### config.mk
export PLATFORM = sky130hd
export DESIGN_NAME = packed_nibble_to_planar_writer_core
export DESIGN_NICKNAME = d
export VERILOG_FILES = /design/src/sv/p2p_pkg.sv /design/src/sv/p2p_track.sv /design/src/sv/p2p_split.sv /design/src/sv/packed_nibble_to_planar_writer_core.sv
export SDC_FILE = /design/constraint.sdc
export NUM_CORES = 1
export LEC_CHECK = 0
export BUFFER_PORTS_ARGS = -buffer_cell sky130_fd_sc_hd__buf_2
export CELL_PAD_IN_SITES_DETAIL_PLACEMENT = 1
export CELL_PAD_IN_SITES_GLOBAL_PLACEMENT = 1
export CORE_MARGIN = 2
export CORE_UTILIZATION = 49
export CTS_CLUSTER_SIZE = 40
export DETAILED_ROUTE_END_ITERATION = 12
export GPL_ROUTABILITY_DRIVEN = 0
export MAX_ROUTING_LAYER = met4
export PLACE_DENSITY_LB_ADDON = 0.1
export SYNTH_ARGS = -nofsm -noshare
export SYNTH_HDL_FRONTEND = slang
export SYNTH_SLANG_ARGS = --single-unit
### constraint.sdc
create_clock -name clk -period 14.35 [get_ports clk]
set_input_delay 2.1525 -clock clk [delete_from_list [all_inputs] [get_ports clk]]
set_output_delay 2.1525 -clock clk [all_outputs]
set_load 0.1 [all_outputs]
### src/sv/p2p_pkg.sv
// Shared types, register indexes, plane codes and defaults for the packed-nibble
// to planar writer. Used by every module of the block; depends on nothing.
package p2p_pkg;

  localparam int LINE_BYTES_DEF = 80;
  localparam int MAX_WIDTH_DEF  = 640;
  localparam int MAX_HEIGHT_DEF = 400;

  localparam int WIDTH_RESET  = 640;
  localparam int HEIGHT_RESET = 400;

  localparam int CFG_DATA_W = 10;
  localparam int WIDTH_W    = 10;
  localparam int HEIGHT_W   = 9;
  localparam int OFFSET_W   = 15;

  localparam logic [0:0] REG_WIDTH  = 1'b0;
  localparam logic [0:0] REG_HEIGHT = 1'b1;

  localparam logic [1:0] PLANE_B = 2'd0;
  localparam logic [1:0] PLANE_G = 2'd1;
  localparam logic [1:0] PLANE_R = 2'd2;
  localparam logic [1:0] PLANE_I = 2'd3;

  typedef struct packed {
    logic                show;
    logic [OFFSET_W-1:0] offset;
    logic                last_word;
  } p2p_pos_t;

  // Gathers one bit of each of the eight nibbles; the leftmost pixel lands in bit 7.
  function automatic logic [7:0] plane_bits(input logic [31:0] word, input logic [1:0] plane);
    logic [7:0] b;
    b = '0;
    for (int k = 0; k < 8; k++) begin
      b[7-k] = word[4*(7-k) + int'(plane)];
    end
    return b;
  endfunction

endpackage

### src/sv/p2p_track.sv
// Configuration registers, word column and screen line tracking, and the plane
// offset of each incoming word. Depends on p2p_pkg.
module p2p_track #(
  parameter int LINE_BYTES = p2p_pkg::LINE_BYTES_DEF,
  parameter int MAX_WIDTH  = p2p_pkg::MAX_WIDTH_DEF,
  parameter int MAX_HEIGHT = p2p_pkg::MAX_HEIGHT_DEF
) (
  input  logic                           clk,
  input  logic                           rst_n,
  input  logic                           cfg_we,
  input  logic [0:0]                     cfg_index,
  input  logic [p2p_pkg::CFG_DATA_W-1:0] cfg_data,
  input  logic                           in_fire,
  output p2p_pkg::p2p_pos_t              pos
);
  import p2p_pkg::*;

  localparam int COL_W  = $clog2(MAX_WIDTH / 8 + 2);
  localparam int LINE_W = (MAX_HEIGHT > 2) ? $clog2(MAX_HEIGHT) : 1;
  localparam int EW     = 12;
  localparam int HW     = 11;
  localparam int CW     = 9;
  localparam int RST_H  = (HEIGHT_RESET > MAX_HEIGHT) ? MAX_HEIGHT : HEIGHT_RESET;

  logic [WIDTH_W-1:0]  width_r;
  logic [HEIGHT_W-1:0] height_r;
  logic [COL_W-1:0]    col_r, col_nxt;
  logic [LINE_W-1:0]   line_r, line_nxt;

  logic [HEIGHT_W-1:0] h_src;
  logic [EW-1:0]       w_ext, eff_w;
  logic [HW-1:0]       h_ext, eff_h;
  logic [LINE_W-1:0]   top_line;
  logic [CW-1:0]       visible, per_row, col_ext, col_inc;
  logic [31:0]         off_full;

  always_comb begin
    h_src = (cfg_we && cfg_index == REG_HEIGHT) ? cfg_data[HEIGHT_W-1:0] : height_r;
    w_ext = EW'(width_r);
    h_ext = HW'(h_src);
    if (w_ext < EW'(8)) begin
      eff_w = EW'(8);
    end else if (w_ext > EW'(MAX_WIDTH)) begin
      eff_w = EW'(MAX_WIDTH);
    end else begin
      eff_w = w_ext;
    end
    if (h_ext < HW'(1)) begin
      eff_h = HW'(1);
    end else if (h_ext > HW'(MAX_HEIGHT)) begin
      eff_h = HW'(MAX_HEIGHT);
    end else begin
      eff_h = h_ext;
    end
    top_line = LINE_W'(eff_h - HW'(1));
    visible  = eff_w[EW-1:3];
    per_row  = CW'((eff_w + EW'(7)) >> 3);
    col_ext  = CW'(col_r);
    col_inc  = col_ext + CW'(1);
    off_full = 32'(line_r) * 32'(LINE_BYTES) + 32'(col_r);

    pos.show      = col_ext < visible;
    pos.offset    = off_full[OFFSET_W-1:0];
    pos.last_word = (line_r == '0) && (col_inc == visible);

    col_nxt  = col_r;
    line_nxt = line_r;
    if (cfg_we) begin
      col_nxt  = '0;
      line_nxt = top_line;
    end else if (in_fire) begin
      if (col_inc >= per_row) begin
        col_nxt  = '0;
        line_nxt = (line_r == '0) ? top_line : line_r - LINE_W'(1);
      end else begin
        col_nxt = COL_W'(col_inc);
      end
    end
  end

  always_ff @(posedge clk) begin
    if (!rst_n) begin
      width_r  <= WIDTH_W'(WIDTH_RESET);
      height_r <= HEIGHT_W'(HEIGHT_RESET);
      col_r    <= '0;
      line_r   <= LINE_W'(RST_H - 1);
    end else begin
      if (cfg_we) begin
        unique case (cfg_index)
          REG_WIDTH:  width_r  <= cfg_data[WIDTH_W-1:0];
          REG_HEIGHT: height_r <= cfg_data[HEIGHT_W-1:0];
          default:    width_r  <= width_r;
        endcase
      end
      col_r  <= col_nxt;
      line_r <= line_nxt;
    end
  end

endmodule

### src/sv/p2p_split.sv
// Input word register, plane sequencer and result register. Each held word is
// split into four plane writes, one per unstalled cycle. Depends on p2p_pkg.
module p2p_split (
  input  logic                         clk,
  input  logic                         rst_n,
  input  logic                         in_fire,
  input  logic [31:0]                  in_word,
  input  p2p_pkg::p2p_pos_t            pos,
  output logic                         take_ok,
  input  logic                         out_tready,
  output logic                         out_valid,
  output logic [1:0]                   out_plane,
  output logic [p2p_pkg::OFFSET_W-1:0] out_offset,
  output logic [7:0]                   out_byte,
  output logic                         out_last,
  output logic                         out_done
);
  import p2p_pkg::*;

  logic                a_valid_r;
  logic [31:0]         a_word_r;
  logic [OFFSET_W-1:0] a_off_r;
  logic                a_last_r;
  logic [1:0]          plane_r;
  logic                o_valid_r;
  logic [1:0]          o_plane_r;
  logic [OFFSET_W-1:0] o_off_r;
  logic [7:0]          o_byte_r;
  logic                o_last_r;
  logic                o_done_r;

  logic out_load, a_pop, a_load;

  assign out_load = a_valid_r && (!o_valid_r || out_tready);
  assign a_pop    = out_load && (plane_r == PLANE_I);
  assign a_load   = in_fire && pos.show;
  assign take_ok  = !a_valid_r || a_pop;

  always_ff @(posedge clk) begin
    if (!rst_n) begin
      a_valid_r <= 1'b0;
      plane_r   <= PLANE_B;
      o_valid_r <= 1'b0;
    end else begin
      if (a_load) begin
        a_valid_r <= 1'b1;
      end else if (a_pop) begin
        a_valid_r <= 1'b0;
      end
      if (out_load) begin
        plane_r   <= plane_r + 2'd1;
        o_valid_r <= 1'b1;
      end else if (out_tready) begin
        o_valid_r <= 1'b0;
      end
    end
  end

  always_ff @(posedge clk) begin
    if (a_load) begin
      a_word_r <= in_word;
      a_off_r  <= pos.offset;
      a_last_r <= pos.last_word;
    end
    if (out_load) begin
      o_plane_r <= plane_r;
      o_off_r   <= a_off_r;
      o_byte_r  <= plane_bits(a_word_r, plane_r);
      o_last_r  <= plane_r == PLANE_I;
      o_done_r  <= (plane_r == PLANE_I) && a_last_r;
    end
  end

  assign out_valid  = o_valid_r;
  assign out_plane  = o_plane_r;
  assign out_offset = o_off_r;
  assign out_byte   = o_byte_r;
  assign out_last   = o_last_r;
  assign out_done   = o_done_r;

endmodule

### src/sv/packed_nibble_to_planar_writer_core.sv
// Top level of the packed-nibble to planar writer: stream ports, configuration
// port and assertions. Depends on p2p_pkg, p2p_track and p2p_split.
//
// Usage:
//   The in_ channel carries 32-bit words of a bottom-up 4-bit-per-pixel bitmap
//   in file order, padding words included. For each visible word the out_
//   channel carries four plane writes (blue, green, red, intensity); padding
//   words are consumed and produce nothing. out_tlast marks the fourth write of
//   a word and out_tuser the fourth write of the last visible word of line 0.
//   The cfg_ port writes width (index 0) or height (index 1);
//   every write restarts the frame at column 0 and line height-1.
//   A word accepted into the input register is split by the sequencer into its
//   plane writes, blue first, which pass through the single result register; it
//   emits one write per cycle while the receiver does not stall it. A new word is
//   accepted in the cycle the held word issues its fourth write.
//   Reset restores width 640 and height 400, empties the word and result
//   registers and restarts the frame. When the receiver stalls, the result
//   register holds, one more word waits in the input register, and in_tready
//   drops until the sequencer can move on.
module packed_nibble_to_planar_writer_core #(
  parameter int LINE_BYTES = p2p_pkg::LINE_BYTES_DEF,
  parameter int MAX_WIDTH  = p2p_pkg::MAX_WIDTH_DEF,
  parameter int MAX_HEIGHT = p2p_pkg::MAX_HEIGHT_DEF
) (
  input  logic                           clk,
  input  logic                           rst_n,
  input  logic                           in_tvalid,
  output logic                           in_tready,
  input  logic [31:0]                    in_tdata,   // pixel_word
  output logic                           out_tvalid,
  input  logic                           out_tready,
  output logic [31:0]                    out_tdata,  // plane, plane_offset, plane_byte, zeros
  output logic                           out_tlast,  // last_write
  output logic                           out_tuser,  // frame_done
  input  logic                           cfg_we,
  input  logic [0:0]                     cfg_index,
  input  logic [p2p_pkg::CFG_DATA_W-1:0] cfg_data
);
  import p2p_pkg::*;

  logic                in_fire;
  logic                take_ok;
  p2p_pos_t            pos;
  logic [1:0]          res_plane;
  logic [OFFSET_W-1:0] res_offset;
  logic [7:0]          res_byte;

  assign in_tready = take_ok;
  assign in_fire   = in_tvalid && take_ok;

  p2p_track #(
    .LINE_BYTES(LINE_BYTES),
    .MAX_WIDTH (MAX_WIDTH),
    .MAX_HEIGHT(MAX_HEIGHT)
  ) u_track (
    .clk      (clk),
    .rst_n    (rst_n),
    .cfg_we   (cfg_we),
    .cfg_index(cfg_index),
    .cfg_data (cfg_data),
    .in_fire  (in_fire),
    .pos      (pos)
  );

  p2p_split u_split (
    .clk       (clk),
    .rst_n     (rst_n),
    .in_fire   (in_fire),
    .in_word   (in_tdata),
    .pos       (pos),
    .take_ok   (take_ok),
    .out_tready(out_tready),
    .out_valid (out_tvalid),
    .out_plane (res_plane),
    .out_offset(res_offset),
    .out_byte  (res_byte),
    .out_last  (out_tlast),
    .out_done  (out_tuser)
  );

  assign out_tdata = {7'b0, res_byte, res_offset, res_plane};

  a_done_on_last: assert property (@(posedge clk) disable iff (!rst_n)
    out_tvalid && out_tuser |-> out_tlast)
    else $error("frame done flagged on a write that is not the last of its word");

  a_plane_follows: assert property (@(posedge clk) disable iff (!rst_n)
    out_tvalid && out_tready && !out_tlast |=>
      out_tvalid && (out_tdata[1:0] == $past(out_tdata[1:0]) + 2'd1))
    else $error("plane writes of one word are not consecutive");

  a_offset_held: assert property (@(posedge clk) disable iff (!rst_n)
    out_tvalid && out_tready && !out_tlast |=> out_tdata[16:2] == $past(out_tdata[16:2]))
    else $error("plane offset changed within one word");

endmodule
### After elaboration in Yosys (flattened, before gate mapping)

Index checks and enable logic that the tools add are counted.

* add/subtract/negate cells: 13
* multiply operators: 1
* magnitude comparators: 14
* equal/unequal tests: 2
* multiplexer cells: 37
* bitwise logic cells: 2
* reductions and logical operators: 20

Operators with widths (count)
* less-than comparator 32 x 7 -> 1 bit, second input constant: 7
* two-way mux 9 bit: 7
* binary-select mux 1 bit (select 5 bit): 7
* adder 5 x 2 -> 6 bit, first input constant: 4
* two-way mux 10 bit: 2
* two-way mux 1 bit: 19
* subtractor 9 x 1 -> 9 bit, second input constant: 2
* adder 15 x 7 -> 15 bit: 1
* adder 12 x 3 -> 12 bit, second input constant: 1
* multiplier 9 x 3 -> 11 bit, second input constant: 1
* adder 4 x 2 -> 5 bit, first input constant: 2
* > comparator 10 bit, second input constant: 1
* less-than comparator 10 x 4 -> 1 bit, second input constant: 1
* equality test 9 bit: 1
* >= comparator 9 bit: 1
* > comparator 9 bit, second input constant: 1
* logical NOT 9 bit: 1
* less-than comparator 7 x 9 -> 1 bit: 1
* less-than comparator 9 x 1 -> 1 bit, second input constant: 1
* adder 7 x 1 -> 8 bit, second input constant: 1
* nonzero test 2 bit: 4
* logical AND 1 bit: 7
* two-way mux 7 bit: 1
* less-than comparator 2 x 6 -> 1 bit, second input constant: 1
* 9 further kinds: 14

* bits in registers: 114
* bits of input ports: 48
* output and inout bits: 36
* logic and storage cells: 104

### Longest topological paths before layout

Gate-level depths: netlist of the first run.

* word-level depth: 10
* mapped depth: 15
* depth with buffers taken out: 13

### Cells and area by module

From an unflattened synthesis of the first run, not the netlist that was laid out.

* cells, all modules: 527
* area total of the unflattened synthesis: 6017.0 sq um

By module, submodules not included
* p2p_track: times used 1, cells each 413, area an instance 3320.7 sq um
* p2p_split: times used 1, cells each 105, area an instance 2633.8 sq um
* packed_nibble_to_planar_writer_core: times used 1, cells each 9, area an instance 62.6 sq um

### Worst setup path before layout of the first run

No wires, ideal clock.

* kind: in2reg
* from: in out_tready
* to: reg u_split.a_last_r (enable)
* setup time: 0.513 ns
* arrival: 6.789 ns
* required time: 13.837 ns
* slack: 7.048 ns
* stages on the path: 4
* path buffers: 0
* cell sequence: nor2b_1 -> o21ai_2 -> nand2_1 -> nor3_1

* longest elaborated chain between the ends: 6

RTL lines
* from (decl): line packed_nibble_to_planar_writer_core.sv:31 `input logic out_tready,`
* logical OR 1 bit: line p2p_split.sv:34 `assign out_load = a_valid_r && (!o_valid_r || out_tready);`
* logical AND 1 bit: line p2p_split.sv:34
* logical AND 1 bit: line p2p_split.sv:35 `assign a_pop = out_load && (plane_r == PLANE_I);`
* logical OR 1 bit: line p2p_split.sv:37 `assign take_ok = !a_valid_r || a_pop;`
* named net in_tready: line packed_nibble_to_planar_writer_core.sv:28 `output logic in_tready,`
* logical AND 1 bit: line packed_nibble_to_planar_writer_core.sv:49 `assign in_fire = in_tvalid && take_ok;`
* logical AND 1 bit: line p2p_split.sv:36 `assign a_load = in_fire && pos.show;`
* named net u_split.a_load: line p2p_split.sv:32 `logic out_load, a_pop, a_load;`
* to (signal assigned): line p2p_split.sv:63 `a_last_r <= pos.last_word;`
* to (decl): line p2p_split.sv:23 `logic a_last_r;`

The timed path passes the listed nets, and every way through them passes these cells.
A chain may end at the register's enable or synchronous reset.

### Worst setup path after layout of the first run

* from: in out_tready
* to: out in_tready

* longest elaborated chain between the ends: 4

RTL lines (line)
* logical OR 1 bit: p2p_split.sv:34
* logical AND 1 bit: p2p_split.sv:34
* logical AND 1 bit: p2p_split.sv:35
* logical OR 1 bit: p2p_split.sv:37
* to (decl): packed_nibble_to_planar_writer_core.sv:28

No other way between the ends.

==> flow_summary.yaml, run 1 <==
global_route:
  grt_remaining_overflow: 0
  grtUsageMet2: 0.429
  track_usage: 0.243
  use_met3: 0.0541
  antenna_found_initial: 1
  met1_usage: 0.272
  grt_pass1_vias: 4663
  busiest_layer: "met2"
  grt_pass1_wl_um: 23500
  grt_start_max_net_pins: 49
synthesis:
  synthMuxAreaShare: 0.0549
  synth_top_family_by_area: "simple AND/OR/NAND/NOR gates"
  netlist_instances: 517
  synthSimpleGateAreaFrac: 0.143
  async_flop_share: 0
  ys_seq_area_frac: 0.518
  yosysWarnings: 0
  synth_compound_area_frac: 0.115
  avgSynthCellArea_um2: 11.3
  synth-seq-cells: 114
  synth-xor-area-share: 0.0510
  synth_edf_count: 75
  synthAdderAreaFrac: 0.0837
  synth_ff_type: "edfxtp_1"
  netlist_area_um2: 5860
  synth_cell_types: 69
sta:
  finalSetupTns_ns: 0
  setup_viol: 0
  final.period_utilization: 0.360
  hold_violations: 0
  rsz0062_at_grt: "false"
  maxSlewHeadroom: 0.276
  worstMarginPinSlew_ns: 1.08
  max_freq_mhz: 194
  skew_ns: 0.00778
  finalWorstSetupSlack_ns: 9.19
  drv_slew: 0
  finalCriticalPeriod_ns: 5.16
setup_path:
  path_class: "in -> out"
  regToRegStartpoint: "u_track.width_r[0]"
  critPathLaunch: "out_tready"
  required_ns: 12.20
  critical_path_arrival_ns: 3.01
  crit_fanout: 5
  startpoint_type: "input port"
  crit_path_end_kind: "output pin"
die:
  dieArea_um2: 12800
  io_pins: 84
  rows: 39
  die_h_um: 113
  dieWidth_um: 113
  initial_core_util: 0.507
  design.core.area_um2: 11600
place:
  pre_cts_ws_ns: 9.21
  placed_cells: 720
  dp_hpwl_um: 10200
  port_buffers: 76
finish:
  nNetsFinal: 682
  fillers: 1217
  post-route-util: 0.599
  regArea_um2: 3030
  drive_gt1_frac: 0.220
  areaGrowthSynthToFinish_pct: 18.3
  multi_input_area_um2: 2660
  fin_cells: 753
routing:
  drt_pass1_iterations: 4
  drt-initial-drc-count: 291
  post_drt_wl_per_cell_um: 19.2
  wl_um: 14400
  vias_per_cell: 5.79
  drc: 0
  ant_nets: 0
  num_vias: 4357
cts:
  cts.sinks: 114
  post_cts_resized: 0
  ctsHoldBuffers: 0
  cts_buffers: 17
  cts_max_path_buffers: 2
  cts_tree: "done"
  insertion_delay_ns: 0.41
  cts_root_buffer: "clkbuf_16"
  cts_setup_buffers: 0
  htreeDepth: 4
  clk_transition_reported_paths_ns: 0.06
pwr:
  p_leak_nw: 2.78
  cellPowerDensity_nw_per_um2: 146
  ir_drop_mv: 0.0634
run_status:
  status: "finished clean"
run:
  maxCapViolCount: 0
worst_hold_path:
  hold_start: "u_split.a_off_r[4]"
  hold_path.class: "reg -> reg"
[worst max-delay path, cell delays in order]
cell and delay [ns]:
buf_2 0.08, nor2b_1 0.06, o21ai_2 0.22, buf_2 0.49
[cells by family (layout without fill, tap and decap cells)]
family / after synthesis / in the layout
AOI/OAI and AO/OA: 96 / 96
adders and majority gates: 38 / 38
DFF: 114 / 114
other: 2 / 9
buffers and inverters: 44 / 130
and+or+nand+nor: 169 / 169
xor gates and xnor gates: 32 / 32
muxes: 22 / 22
[path summary, 6_finish.rpt]
kind                      endpoint  slack (ns)  cells past startpoint
max                      in_tready        9.19                      4
min          u_split.out_offset[4]        0.42                      0
max reg2reg      u_track.line_r[7]       10.55                     10
min reg2reg  u_split.out_offset[4]        0.42                      0
[routing by layer]
| layer | part of all wire | up-vias |
|---|---|---|
| met4 | 0.021 | 0 |
| met3 | 0.039 | 25 |
| met2 | 0.52 | 108 |
| met1 | 0.42 | 2157 |
| met5 | 0 | - |
| li1 | - | 2067 |
[metrics by stage]
stage	hold slack (ns)	total power, mW	cell area [µm²]
after floorplan	0.400	0.554	5880
after global placement	0.401	0.585	6340
after detailed placement	0.407	0.594	6340
after CTS	0.416	1.02	6930
after global routing	0.429	1.05	6930
final	0.416	1.01	6930
[placed cells by master, fill, tap and decap left out, types with 6 or more instances in the layout]
| cell | instances |
|---|---|
| a21oi_1 | 26 |
| buf_2 | 76 |
| clkbuf_16 | 17 |
| conb_1 | 8 |
| dfxtp_1 | 39 |
| edfxtp_1 | 75 |
| ha_1 | 36 |
| inv_1 | 21 |
| mux2i_1 | 13 |
| mux4_2 | 8 |
| nand2_1 | 52 |
| nand2b_1 | 8 |
| nand3_1 | 10 |
| nand4_1 | 8 |
| nor2_1 | 39 |
| nor2b_1 | 6 |
| nor3_1 | 13 |
| o211ai_1 | 7 |
| o21ai_0 | 13 |
| xnor2_1 | 17 |
| xor2_1 | 14 |
[synthesized netlist by cell type, types with 10 or more instances]
library cell / n / area, µm²
xor2_1: 14 / 123
clkbuf_1: 10 / 37.5
nand3_1: 10 / 50.1
nor2_1: 39 / 146
xnor2_1: 17 / 149
ha_1: 36 / 450
a21oi_1: 26 / 130
o21ai_0: 13 / 65.1
dfxtp_1: 39 / 781
nor3_1: 14 / 70.1
mux2i_1: 13 / 130
nand2_1: 52 / 195
inv_1: 21 / 78.8
edfxtp_1: 75 / 2250
[area by class of cell]
cell class	instances	share of cell area
Clock buffer	19	0.0625
Tap cell	143	0.0258
Sequential cell	114	0.438
Multi-Input combinational cell	365	0.383
Antenna cell	1	0.000361
Inverter	21	0.0114
Clock inverter	13	0.0231
Timing Repair Buffer	77	0.0560
[registers in the layout, indices dropped and copies added (netlist names)]
name                count
u_split.out_valid       1
u_track.line_r          9
u_split.a_off_r        15
u_split.a_valid_r       1
u_split.plane_r         2
u_track.width_r        10
u_split.a_last_r        1
u_split.out_byte        8
u_split.out_last        1
u_split.a_word_r       32
u_track.col_r           7
u_split.out_offset     15
u_track.height_r        9
u_split.out_done        1
u_split.out_plane       2
[power by group]
part	total (mW)	switching (mW)	internal [mW]
registers	0.399	0.0160	0.383
logic	0.189	0.137	0.0524
clock network	0.422	0.150	0.273
total	1.01	0.303	0.708
Note: power is estimated with default switching activity, not from simulation.
==> inputs of run 2 (changes only) <==
- CORE_UTILIZATION: 49 -> 46
- clock period: 14.35 -> 5.1 ns (I/O delays scaled with it)
==> run 2 against run 1 <==
  * Wire length decreased by 3.9%
  * Non-clock buffer count unchanged
  * Cell area increased by 0.61%
  * Combinational power increased to 2.8 times the previous value
  * Register-to-register slack got worse by 8.9 ns
  * Sequential share of layout area decreased by 0.27 points
  * Sequential power increased to 2.8 times the previous value
  * Clock skew about the same
  * Die area increased by 6.3%
  * Flip-flop and latch count unchanged
  * Highest routed layer unchanged
==> flow_summary.yaml, run 2 (same netlist as run 1, synthesis figures left out) <==
pwr:
  ir_drop_mv: 0.220
  cellPowerDensity_nw_per_um2: 411
  p_leak_nw: 2.78
finish:
  drive_gt1_frac: 0.214
  fillers: 1364
  nNetsFinal: 682
  largest_reg_flops: 32
  regArea_um2: 3030
  final_cell_mix: "buf_2 (76), edfxtp_1 (75), nand2_1 (52)"
  final_common_cell: "buf_2"
  regMostFlops: "u_split.a_word_r"
  areaGrowthSynthToFinish_pct: 19.1
  multi_input_area_um2: 2660
  fin_cells: 779
  diodes: 0
setup_path:
  critical_path_arrival_ns: 3.52
  crit_path_end_kind: "register"
  path_class: "reg -> reg"
  required_ns: 5.14
  crit_fanout: 48
  startpoint_type: "register"
  regToRegSetupSlack_ns: 1.63
global_route:
  antenna_found_initial: 0
  grt_start_max_net_pins: 49
  grt_pass1_vias: 4512
  grt_remaining_overflow: 0
  track_usage: 0.224
  grt_pass1_wl_um: 22600
sta:
  maxSlewHeadroom: 0.260
  finalCriticalPeriod_ns: 3.47
  finalSetupTns_ns: 0
  drv_slew: 0
  skew_ns: 0.00731
  setup_viol: 0
  finalWorstSetupSlack_ns: 1.63
  hold_violations: 0
  max_freq_mhz: 288
  final.period_utilization: 0.681
  rsz0062_at_grt: "false"
  worstMarginPinSlew_ns: 1.11
cts:
  ctsHoldBuffers: 0
  cts_root_buffer: "clkbuf_16"
  cts.sinks: 114
  cts_buffers: 17
  insertion_delay_ns: 0.42
  cts_max_path_buffers: 2
  post_cts_resized: 0
  htreeDepth: 4
  clk_transition_reported_paths_ns: 0.05
  cts_tree: "done"
  cts_setup_buffers: 0
die:
  dieWidth_um: 117
  io_pins: 84
  design.core.area_um2: 12500
  die_h_um: 117
  rows: 41
  initial_core_util: 0.468
  dieArea_um2: 13700
place:
  port_buffers: 76
  pre_cts_ws_ns: 1.66
  placed_cells: 749
  dp_hpwl_um: 9900
routing:
  wl_um: 13900
  vias_per_cell: 5.39
  drt_pass1_iterations: 4
  num_vias: 4195
  drt-initial-drc-count: 245
  drc: 0
  ant_nets: 0
  post_drt_wl_per_cell_um: 17.8
run:
  maxCapViolCount: 0
worst_hold_path:
  hold_path.class: "reg -> reg"
run_status:
  status: "finished clean"
## run 2: worst paths after layout
| path | startpoint | end | depth (start not counted) |
|---|---|---|---|
| worst max-delay path | u_track.width_r[8] | u_split.a_word_r[18] | 10 |
| worst min-delay path | u_split.a_off_r[10] | u_split.out_offset[10] | 0 |
| worst max register to register | u_track.width_r[8] | u_split.a_word_r[18] | 10 |
| worst min register to register | u_split.a_off_r[10] | u_split.out_offset[10] | 0 |
## run 2: area by class of cell
| class | count | area share |
|---|---|---|
| Tap cell | 172 | 0.0309 |
| Timing Repair Buffer | 77 | 0.0556 |
| Inverter | 21 | 0.0113 |
| Multi-Input combinational cell | 365 | 0.382 |
| Clock buffer | 18 | 0.0615 |
| Sequential cell | 114 | 0.435 |
| Clock inverter | 12 | 0.0239 |
## run 2: through the flow
step                area (µm²)  hold slack [ns]  power [mW]  utilization
floorplan                 5890            0.400        1.56            -
global placement          6380            0.403        1.65        0.510
detailed placement        6380            0.405        1.67        0.510
CTS                       6970            0.418        2.89        0.557
global route              6970            0.424        2.98        0.557
finish                    6970            0.415        2.86        0.557
## run 2: per-layer routing
metal,share of wire,global-route usage
met2,0.50,0.377
met4,0.013,0.0800
met3,0.046,0.0520
met5,0,-
met1,0.44,0.263
## run 2: where the power goes
part	switching, mW	internal (mW)	leakage (nW)
Sequential	0.0423	1.08	1.03
Clock	0.408	0.803	0.278
Combinational	0.385	0.148	1.47
## run 2: critical path, cell delays in order, from the launching register on
cell      delay [ns]
dfxtp_1         0.39
o21ai_0         0.55
nand2_1         0.22
ha_1            0.32
nor2b_1         0.14
o21a_1          0.16
o21a_1          0.17
o211ai_1        0.19
a21boi_0        0.21
nor3_4          0.21
buf_4           0.53
